<file path="config.mk">
export PLATFORM = sky130hd
export DESIGN_NAME = weighted_permutation_sampler_core
export DESIGN_NICKNAME = d
export VERILOG_FILES = /design/src/hdl/wps_pkg.sv /design/src/hdl/weighted_permutation_sampler_core.sv /design/src/hdl/wps_cell.sv /design/src/hdl/wps_ctrl.sv
export SDC_FILE = /design/constraint.sdc
export NUM_CORES = 2
export LEC_CHECK = 0
export BUFFER_PORTS_ARGS = -buffer_cell sky130_fd_sc_hd__buf_2
export CORE_MARGIN = 4
export CORE_UTILIZATION = 55
export DETAILED_ROUTE_END_ITERATION = 10
export PLACE_DENSITY = 0.73
export SYNTH_ARGS = -nofsm -noshare
export SYNTH_HDL_FRONTEND = slang
export SYNTH_SLANG_ARGS = --single-unit
</file>
<file path="constraint.sdc">
create_clock -name clk -period 12.1 [get_ports clk]
set_input_delay 1.815 -clock clk [delete_from_list [all_inputs] [get_ports clk]]
set_output_delay 1.815 -clock clk [all_outputs]
set_load 0.01 [all_outputs]
</file>
<file path="src/hdl/wps_pkg.sv">
// ----------------------------------------------------------------------------
// wps_pkg
// Shared types and constants for the weighted permutation sampler: action and
// register codes, controller states and the control beat sent to the cells.
// ----------------------------------------------------------------------------
package wps_pkg;

  localparam int MAX_ITEMS_DEF   = 64;
  localparam int WEIGHT_BITS_DEF = 16;

  localparam int FRAC_BITS     = 16;
  localparam int ITEM_IDX_BITS = 6;
  localparam int COUNT_BITS    = 7;
  localparam int CFG_IDX_BITS  = 2;
  localparam int CFG_DATA_BITS = 16;

  localparam logic [FRAC_BITS-1:0]  THR_FRACTION_RESET = 16'd39322;
  localparam logic [COUNT_BITS-1:0] ITEMS_RESET        = 7'd64;

  typedef enum logic [1:0] {
    ACT_WRITE   = 2'd0,
    ACT_DRAW    = 2'd1,
    ACT_RESTART = 2'd2
  } action_t;

  typedef enum logic [CFG_IDX_BITS-1:0] {
    REG_THR_MODE     = 2'd0,
    REG_THR_FRACTION = 2'd1,
    REG_ITEMS_IN_USE = 2'd2
  } cfg_reg_t;

  typedef enum logic [2:0] {
    ST_IDLE,
    ST_SUM,
    ST_SETUP,
    ST_PICK,
    ST_FINISH
  } state_t;

  typedef struct packed {
    logic shift;
    logic clear;
    logic write;
    logic mark;
  } ring_ctl_t;

endpackage

</file>
<file path="src/hdl/weighted_permutation_sampler_core.sv">
// ----------------------------------------------------------------------------
// weighted_permutation_sampler_core
// Plackett-Luce permutation sampler: a rotating ring of weight cells scanned
// by a draw sequencer, one position of the permutation per draw command.
// ----------------------------------------------------------------------------
//   channel   signals                                          timing
//   command   start, busy, action, weight_index, weight_value,  taken when
//             random_fraction                                   start & !busy
//   config    cfg_write, cfg_index, cfg_data                    any edge
//   result    done, chosen_item, position, last, by_threshold   one-cycle beat
//
// A weight write or restart is applied at the accepting edge. A draw rotates
// the cell ring twice (sums, then picks): done rises when the draw finishes,
// and busy is low again in that same cycle, so the next command can be taken
// then. Reset is synchronous; the weights are not cleared.
// Results cannot be stalled.
// ----------------------------------------------------------------------------
module weighted_permutation_sampler_core import wps_pkg::*; #(
  parameter int MAX_ITEMS   = MAX_ITEMS_DEF,
  parameter int WEIGHT_BITS = WEIGHT_BITS_DEF
) (
  input  logic                     clk,
  input  logic                     rst,
  input  logic                     start,
  output logic                     busy,
  input  logic [1:0]               action,
  input  logic [ITEM_IDX_BITS-1:0] weight_index,
  input  logic [15:0]              weight_value,
  input  logic [FRAC_BITS-1:0]     random_fraction,
  input  logic                     cfg_write,
  input  logic [CFG_IDX_BITS-1:0]  cfg_index,
  input  logic [CFG_DATA_BITS-1:0] cfg_data,
  output logic                     done,
  output logic [ITEM_IDX_BITS-1:0] chosen_item,
  output logic [ITEM_IDX_BITS-1:0] position,
  output logic                     last,
  output logic                     by_threshold
);

  localparam int IDXW = $clog2(MAX_ITEMS);

  ring_ctl_t                ctl;
  logic [ITEM_IDX_BITS-1:0] wr_index;
  logic [WEIGHT_BITS-1:0]   wr_data;
  logic [IDXW-1:0]          mark_index;
  logic [WEIGHT_BITS-1:0]   cell_weight [MAX_ITEMS];
  logic                     cell_placed [MAX_ITEMS];

  wps_ctrl #(
    .MAX_ITEMS   (MAX_ITEMS),
    .WEIGHT_BITS (WEIGHT_BITS)
  ) u_ctrl (
    .clk             (clk),
    .rst             (rst),
    .start           (start),
    .busy            (busy),
    .action          (action),
    .weight_index    (weight_index),
    .weight_value    (weight_value),
    .random_fraction (random_fraction),
    .cfg_write       (cfg_write),
    .cfg_index       (cfg_index),
    .cfg_data        (cfg_data),
    .head_weight     (cell_weight[0]),
    .head_placed     (cell_placed[0]),
    .ctl             (ctl),
    .wr_index        (wr_index),
    .wr_data         (wr_data),
    .mark_index      (mark_index),
    .done            (done),
    .chosen_item     (chosen_item),
    .position        (position),
    .last            (last),
    .by_threshold    (by_threshold)
  );

  for (genvar i = 0; i < MAX_ITEMS; i++) begin : g_cell
    wps_cell #(
      .WEIGHT_BITS (WEIGHT_BITS),
      .IDX_BITS    (IDXW),
      .CELL_INDEX  (i)
    ) u_cell (
      .clk        (clk),
      .rst        (rst),
      .ctl        (ctl),
      .wr_index   (wr_index),
      .wr_data    (wr_data),
      .mark_index (mark_index),
      .nb_weight  (cell_weight[(i + 1) % MAX_ITEMS]),
      .nb_placed  (cell_placed[(i + 1) % MAX_ITEMS]),
      .weight     (cell_weight[i]),
      .placed     (cell_placed[i])
    );
  end

endmodule

</file>
<file path="src/hdl/wps_cell.sv">
// ----------------------------------------------------------------------------
// wps_cell
// One item slot of the ring: holds a weight and a placed bit, shifts both to
// its neighbor while the ring rotates, and decodes writes and marks locally.
// ----------------------------------------------------------------------------
module wps_cell import wps_pkg::*; #(
  parameter int WEIGHT_BITS = WEIGHT_BITS_DEF,
  parameter int IDX_BITS    = 6,
  parameter int CELL_INDEX  = 0
) (
  input  logic                     clk,
  input  logic                     rst,
  input  ring_ctl_t                ctl,
  input  logic [ITEM_IDX_BITS-1:0] wr_index,
  input  logic [WEIGHT_BITS-1:0]   wr_data,
  input  logic [IDX_BITS-1:0]      mark_index,
  input  logic [WEIGHT_BITS-1:0]   nb_weight,
  input  logic                     nb_placed,
  output logic [WEIGHT_BITS-1:0]   weight,
  output logic                     placed
);

  logic wr_hit;
  logic mark_hit;

  assign wr_hit   = ctl.write && (32'(wr_index) == CELL_INDEX);
  assign mark_hit = ctl.mark && (32'(mark_index) == CELL_INDEX);

  always_ff @(posedge clk) begin
    if (ctl.shift) begin
      weight <= nb_weight;
    end else if (wr_hit) begin
      weight <= wr_data;
    end
  end

  always_ff @(posedge clk) begin
    if (rst) begin
      placed <= 1'b0;
    end else if (ctl.clear) begin
      placed <= 1'b0;
    end else if (ctl.shift) begin
      placed <= nb_placed;
    end else if (mark_hit) begin
      placed <= 1'b1;
    end
  end

endmodule

</file>
<file path="src/hdl/wps_ctrl.sv">
// ----------------------------------------------------------------------------
// wps_ctrl
// Draw sequencer: watches the head of the ring over two rotations, first for
// the sums and free count, then for the threshold and roulette picks.
// ----------------------------------------------------------------------------
module wps_ctrl import wps_pkg::*; #(
  parameter int MAX_ITEMS   = MAX_ITEMS_DEF,
  parameter int WEIGHT_BITS = WEIGHT_BITS_DEF
) (
  input  logic                                clk,
  input  logic                                rst,
  input  logic                                start,
  output logic                                busy,
  input  logic [1:0]                          action,
  input  logic [ITEM_IDX_BITS-1:0]            weight_index,
  input  logic [15:0]                         weight_value,
  input  logic [FRAC_BITS-1:0]                random_fraction,
  input  logic                                cfg_write,
  input  logic [CFG_IDX_BITS-1:0]             cfg_index,
  input  logic [CFG_DATA_BITS-1:0]            cfg_data,
  input  logic [WEIGHT_BITS-1:0]              head_weight,
  input  logic                                head_placed,
  output ring_ctl_t                           ctl,
  output logic [ITEM_IDX_BITS-1:0]            wr_index,
  output logic [WEIGHT_BITS-1:0]              wr_data,
  output logic [$clog2(MAX_ITEMS)-1:0]        mark_index,
  output logic                                done,
  output logic [ITEM_IDX_BITS-1:0]            chosen_item,
  output logic [ITEM_IDX_BITS-1:0]            position,
  output logic                                last,
  output logic                                by_threshold
);

  localparam int IDXW = $clog2(MAX_ITEMS);
  localparam int CNTW = $clog2(MAX_ITEMS + 1);
  localparam int SUMW = WEIGHT_BITS + IDXW;
  localparam int TW   = SUMW + FRAC_BITS;

  state_t state, state_next;

  logic                  thr_mode;
  logic [FRAC_BITS-1:0]  thr_frac;
  logic [COUNT_BITS-1:0] items_in_use;

  logic [IDXW-1:0]      step;
  logic [CNTW-1:0]      pos;
  logic [CNTW-1:0]      remaining;
  logic [IDXW-1:0]      lastfree;
  logic [SUMW-1:0]      sum_all;
  logic [SUMW-1:0]      sum_free;
  logic [FRAC_BITS-1:0] rand_frac;
  logic [TW-1:0]        thr_target;
  logic [TW-1:0]        rnd_target;
  logic [SUMW-1:0]      run;
  logic                 thr_found;
  logic [IDXW-1:0]      thr_idx;
  logic                 rnd_found;
  logic [IDXW-1:0]      rnd_idx;

  logic            accept;
  logic            step_last;
  logic [31:0]     iu_ext;
  logic [CNTW-1:0] n_eff;
  logic            in_rng;
  logic            cand;
  logic            stale;
  logic [SUMW-1:0] sum_sel;
  logic [SUMW-1:0] run_next;
  logic            thr_hit;
  logic            rnd_hit;
  logic [IDXW-1:0] chosen_sel;
  logic            is_last;

  assign busy      = (state != ST_IDLE);
  assign accept    = start && !busy;
  assign step_last = (step == IDXW'(MAX_ITEMS - 1));
  assign wr_index  = weight_index;
  assign wr_data   = WEIGHT_BITS'(weight_value);

  // effective item count, saturated to 2..MAX_ITEMS
  always_comb begin
    iu_ext = 32'(items_in_use);
    if (iu_ext < 32'd2) begin
      n_eff = CNTW'(2);
    end else if (iu_ext > 32'(MAX_ITEMS)) begin
      n_eff = CNTW'(MAX_ITEMS);
    end else begin
      n_eff = CNTW'(iu_ext);
    end
  end

  assign in_rng   = (CNTW'(step) < n_eff);
  assign cand     = in_rng && !head_placed;
  assign stale    = (remaining == '0) || (pos >= n_eff);
  assign sum_sel  = stale ? sum_all : sum_free;
  assign run_next = run + (cand ? SUMW'(head_weight) : '0);
  assign thr_hit  = thr_mode && cand &&
                    (TW'({head_weight, {FRAC_BITS{1'b0}}}) >= thr_target);
  assign rnd_hit  = cand && (TW'({run_next, {FRAC_BITS{1'b0}}}) >= rnd_target);
  assign is_last  = (remaining == CNTW'(1));

  always_comb begin
    if (thr_found) begin
      chosen_sel = thr_idx;
    end else if (rnd_found) begin
      chosen_sel = rnd_idx;
    end else begin
      chosen_sel = lastfree;
    end
  end

  assign mark_index = chosen_sel;

  // next state
  always_comb begin
    state_next = state;
    case (state)
      ST_IDLE: begin
        if (accept && (action == ACT_DRAW)) begin
          state_next = ST_SUM;
        end
      end
      ST_SUM: begin
        if (step_last) begin
          state_next = ST_SETUP;
        end
      end
      ST_SETUP: begin
        state_next = ST_PICK;
      end
      ST_PICK: begin
        if (step_last) begin
          state_next = ST_FINISH;
        end
      end
      ST_FINISH: begin
        state_next = ST_IDLE;
      end
      default: begin
        state_next = ST_IDLE;
      end
    endcase
  end

  // ring control
  always_comb begin
    ctl = '0;
    case (state)
      ST_IDLE: begin
        ctl.write = accept && (action == ACT_WRITE);
        ctl.clear = accept && (action == ACT_RESTART);
      end
      ST_SUM, ST_PICK: begin
        ctl.shift = 1'b1;
      end
      ST_SETUP: begin
        ctl.clear = stale;
      end
      ST_FINISH: begin
        ctl.clear = is_last;
        ctl.mark  = !is_last;
      end
      default: begin
        ctl = '0;
      end
    endcase
  end

  always_ff @(posedge clk) begin
    if (rst) begin
      state        <= ST_IDLE;
      thr_mode     <= 1'b0;
      thr_frac     <= THR_FRACTION_RESET;
      items_in_use <= ITEMS_RESET;
      pos          <= '0;
      done         <= 1'b0;
    end else begin
      state <= state_next;
      done  <= (state == ST_FINISH);
      if (cfg_write) begin
        case (cfg_index)
          REG_THR_MODE:     thr_mode     <= cfg_data[0];
          REG_THR_FRACTION: thr_frac     <= cfg_data[FRAC_BITS-1:0];
          REG_ITEMS_IN_USE: items_in_use <= cfg_data[COUNT_BITS-1:0];
          default:          ;
        endcase
      end
      case (state)
        ST_IDLE: begin
          if (accept && (action == ACT_RESTART)) begin
            pos <= '0;
          end
        end
        ST_SETUP: begin
          if (stale) begin
            pos <= '0;
          end
        end
        ST_FINISH: begin
          pos <= is_last ? '0 : pos + CNTW'(1);
        end
        default: ;
      endcase
    end
  end

  // datapath
  always_ff @(posedge clk) begin
    case (state)
      ST_IDLE: begin
        step      <= '0;
        sum_all   <= '0;
        sum_free  <= '0;
        remaining <= '0;
        lastfree  <= '0;
        rand_frac <= random_fraction;
      end
      ST_SUM: begin
        step <= step + IDXW'(1);
        if (in_rng) begin
          sum_all <= sum_all + SUMW'(head_weight);
        end
        if (cand) begin
          sum_free  <= sum_free + SUMW'(head_weight);
          remaining <= remaining + CNTW'(1);
          lastfree  <= step;
        end
      end
      ST_SETUP: begin
        step       <= '0;
        run        <= '0;
        thr_found  <= 1'b0;
        rnd_found  <= 1'b0;
        thr_target <= TW'(thr_frac) * TW'(sum_sel);
        rnd_target <= TW'(rand_frac) * TW'(sum_sel);
        if (stale) begin
          remaining <= n_eff;
          lastfree  <= IDXW'(n_eff - CNTW'(1));
        end
      end
      ST_PICK: begin
        step <= step + IDXW'(1);
        run  <= run_next;
        if (thr_hit && !thr_found) begin
          thr_found <= 1'b1;
          thr_idx   <= step;
        end
        if (rnd_hit && !rnd_found) begin
          rnd_found <= 1'b1;
          rnd_idx   <= step;
        end
      end
      ST_FINISH: begin
        chosen_item  <= ITEM_IDX_BITS'(chosen_sel);
        position     <= ITEM_IDX_BITS'(pos);
        last         <= is_last;
        by_threshold <= thr_found;
      end
      default: ;
    endcase
  end

endmodule

</file>
==> out/metrics.yaml <==
status: "completed"
post_route_cells_drive_above_1_share_pct: 7.043
num_io_pins: 78
io_buffers: 77
dp_hpwl_um: 112700
post-route-min-period_ps: 10270
fin_crit_sh_pct: 84.90
yosysMostFrequentCell: "edfxtp_1"
holdPathEnd: "g_cell[61].u_cell.weight[15]"
grt_max_degree: 214
ys.flop_type: "edfxtp_1"
holdWs_ps: 460.5
crit_type: "register to register"
firstDrtPassIters: 6
p_per_area_nw_per_um2: 175.8
globalplace.congestion: 0.9049
yosys.area.top_type_share_pct: 47.38
r2r-start: "u_ctrl.items_in_use[1]"
cp.required_ps: 12620
fin_ws_ps: 1827
clock_latency_ps: 780
remaining_drc_errors: 0
die_area_um2: 147700
cts_tree: "built"
vias_per_cell: 5.844
tns_ps: 0
synth.distinct_cells: 74
seq_area_frac_synth_pct: 49.92
final_net_count: 7349
place_ws_ps: 2028
clock_skew_ps: 64.57
syn_area_per_cell_um2: 11.99
fillers: 10920
postSynth.asyncResetShare_pct: 0
clockRootBuffer: "clkbuf_16"
wire_per_inst_um: 20.38
synth_area_leader_cell: "edfxtp_1"
drt-initial-drc-count: 4484
totalPowerFinal_uw: 14880
holdPathStages: 1
setup_viol: 0
coreArea_um2: 140000
die_h_um: 384.3
postCtsHoldBufs: 0
synth_seq_cells: 1328
synth_edf_count: 1229
worst_pin_slew_ps: 1273
first_global_vias: 49970
clock_sinks: 1328
cts-resized-gates: 0
cpPeakStageDelay_ps: 980
r2r-end: "u_ctrl.rnd_target[31]"
die_w_um: 384.3
postCtsSetupBuffers: 0
start_util_pct: 55.62
grt_first_pass_wirelength_um: 276700
ir_drop_mv: 0.3070
synth.net_count: 7442
antenna_left: 0
critical_path.endpoint_type: "register"
cp-start-kind: "register"
grt_setup_unrepaired: "no"
htree_levels: 4
reg2reg_depth: 30
cpMostUsedCell: "fa_1"
relSlewSlack_pct: 14.86
slew_viol_final: 0
routed_wl_um: 171000
worstPathArrival_ps: 10800
grt_usage_pct: 23.57
hold_path.class: "register to register"
syn_area_um2: 77900
synth_common_cells: "edfxtp_1 (1229), a21o_1 (1076), inv_1 (666)"
crit_fanout: 32
hold_viol: 0
hp-start: "g_cell[62].u_cell.weight[15]"
num_vias: 49060
yosys_warnings: 0
cts_made_buffers: 141
area_delta_synth_final_pct: 8.664
maxCapViolations: 0
cpMaxStageDelayCell: "nor3_4"
ys_top_cells_by_area: "edfxtp_1 (47%), fa_1 (14%), a21o_1 (10%)"
reg2reg_slack_ps: 1830
rows: 137
fmax_ghz: 0.09734
antenna_found_initial: 11
clk_pin_slew_ps: 60
gr-total-overflow: 0
cts.path.max_buffers: 3
power_leakage_uw: 0.03735
synth_cells: 6497
==> where the power goes <==
group	internal [µW]	total [µW]	switching [µW]
Clock	2430	4320	1880
Combinational	1940	5050	3100
Sequential	5410	5520	102
Total	9790	14900	5090
==> layout make-up <==
type | instances | area [µm²] | share of cell area [%]
timing repair buffer | 190 | 1246 | 1.472
sequential | 1328 | 38890 | 45.94
tap | 1876 | 2347 | 2.773
inverter | 667 | 2504 | 2.958
antenna | 1 | 2.502 | 0.002956
clock buffer | 174 | 3662 | 4.326
multi-input combinational | 4076 | 35010 | 41.36
clock inverter | 82 | 985.9 | 1.165
==> sequential cells by signal, indices dropped and copies added (netlist names), 16 cells and up <==
signal	cells
g_cell.u_cell.placed	64
u_ctrl.sum_free	22
u_ctrl.run	22
u_ctrl.sum_all	22
u_ctrl.rnd_target	38
u_ctrl.thr_target	38
g_cell.u_cell.weight	1024
u_ctrl.rand_frac	16
u_ctrl.thr_frac	16
==> layer usage <==
layer | part of all wire, % | wire length, µm | global-route usage, % | up-vias
met5 | 0.015 | 26 | 0 | -
met4 | 3.3 | 5580 | 7.803 | 4
met3 | 7.3 | 12490 | 3.680 | 337
met2 | 46 | 78860 | 36.86 | 1765
met1 | 43 | 74090 | 34.06 | 24920
li1 | - | - | - | 22030
==> critical path, delay by kind of cell, from the launching register on <==
family | cells | cell delay (ps)
buf+inv | 4 | 240
fa+ha+maj | 8 | 3640
xor+xnor | 1 | 160
flops | 1 | 320
compound gates | 12 | 3030
simple gates | 4 | 1720
mux | 1 | 890
==> logic make-up (layout without fill, tap and decap cells) <==
family          Yosys count  in the layout  share of synthesized area (%)
other cells               0              1                              0
simple gates           1407           1407                          8.890
fa+ha+maj               883            883                          19.57
xor+xnor                113            113                          1.270
buf+inv                1093           1113                          5.336
compound gates         1635           1635                          14.49
mux                      38             38                         0.5220
flops                  1328           1328                          49.92
==> per-stage QoR <==
step | instances | util (%) | cell area (µm²)
global route | 8393 | 60.44 | 84650
global placement | 8137 | 57.12 | 80000
detailed placement | 8137 | 57.12 | 80000
floorplan | 6497 | - | 77900
finish | 8394 | 60.44 | 84650
CTS | 8393 | 60.44 | 84650
==> worst max-delay path by stage <==
stage | from | end | slack, ps | cells past startpoint
floorplan | u_ctrl.items_in_use[1] | u_ctrl.thr_target[36] | 3490 | 34
global placement | u_ctrl.items_in_use[1] | u_ctrl.rnd_target[34] | 2190 | 33
detailed placement | u_ctrl.items_in_use[1] | u_ctrl.rnd_target[31] | 2030 | 30
CTS | u_ctrl.items_in_use[1] | u_ctrl.rnd_target[31] | 1980 | 30
global route | u_ctrl.items_in_use[1] | u_ctrl.rnd_target[31] | 1200 | 30
finish | u_ctrl.items_in_use[1] | u_ctrl.rnd_target[31] | 1830 | 30
==> placed cells by master (no fill, tap or decap), types with 20 or more instances in the layout <==
cell type / synthesis / final
edfxtp_1: 1229 / 1229
o21ai_1: 10 / 74
a21oi_1: 140 / 140
clkbuf_16: 0 / 141
nor3_1: 29 / 29
dfxtp_1: 99 / 99
and2_1: 403 / 403
buf_2: 37 / 77
nand2b_1: 22 / 21
ha_1: 324 / 324
nor2_1: 241 / 240
xnor2_1: 73 / 73
fa_1: 559 / 559
nand2_1: 509 / 508
nor2b_1: 46 / 28
clkinv_1: 1 / 24
buf_4: 2 / 112
xor2_1: 40 / 40
mux2_2: 21 / 21
clkbuf_1: 383 / 32
inv_1: 666 / 665
o21ai_0: 269 / 204
nand3_1: 38 / 38
o21bai_1: 21 / 20
a21o_1: 1076 / 1076
(Power assumes the default switching activity.)
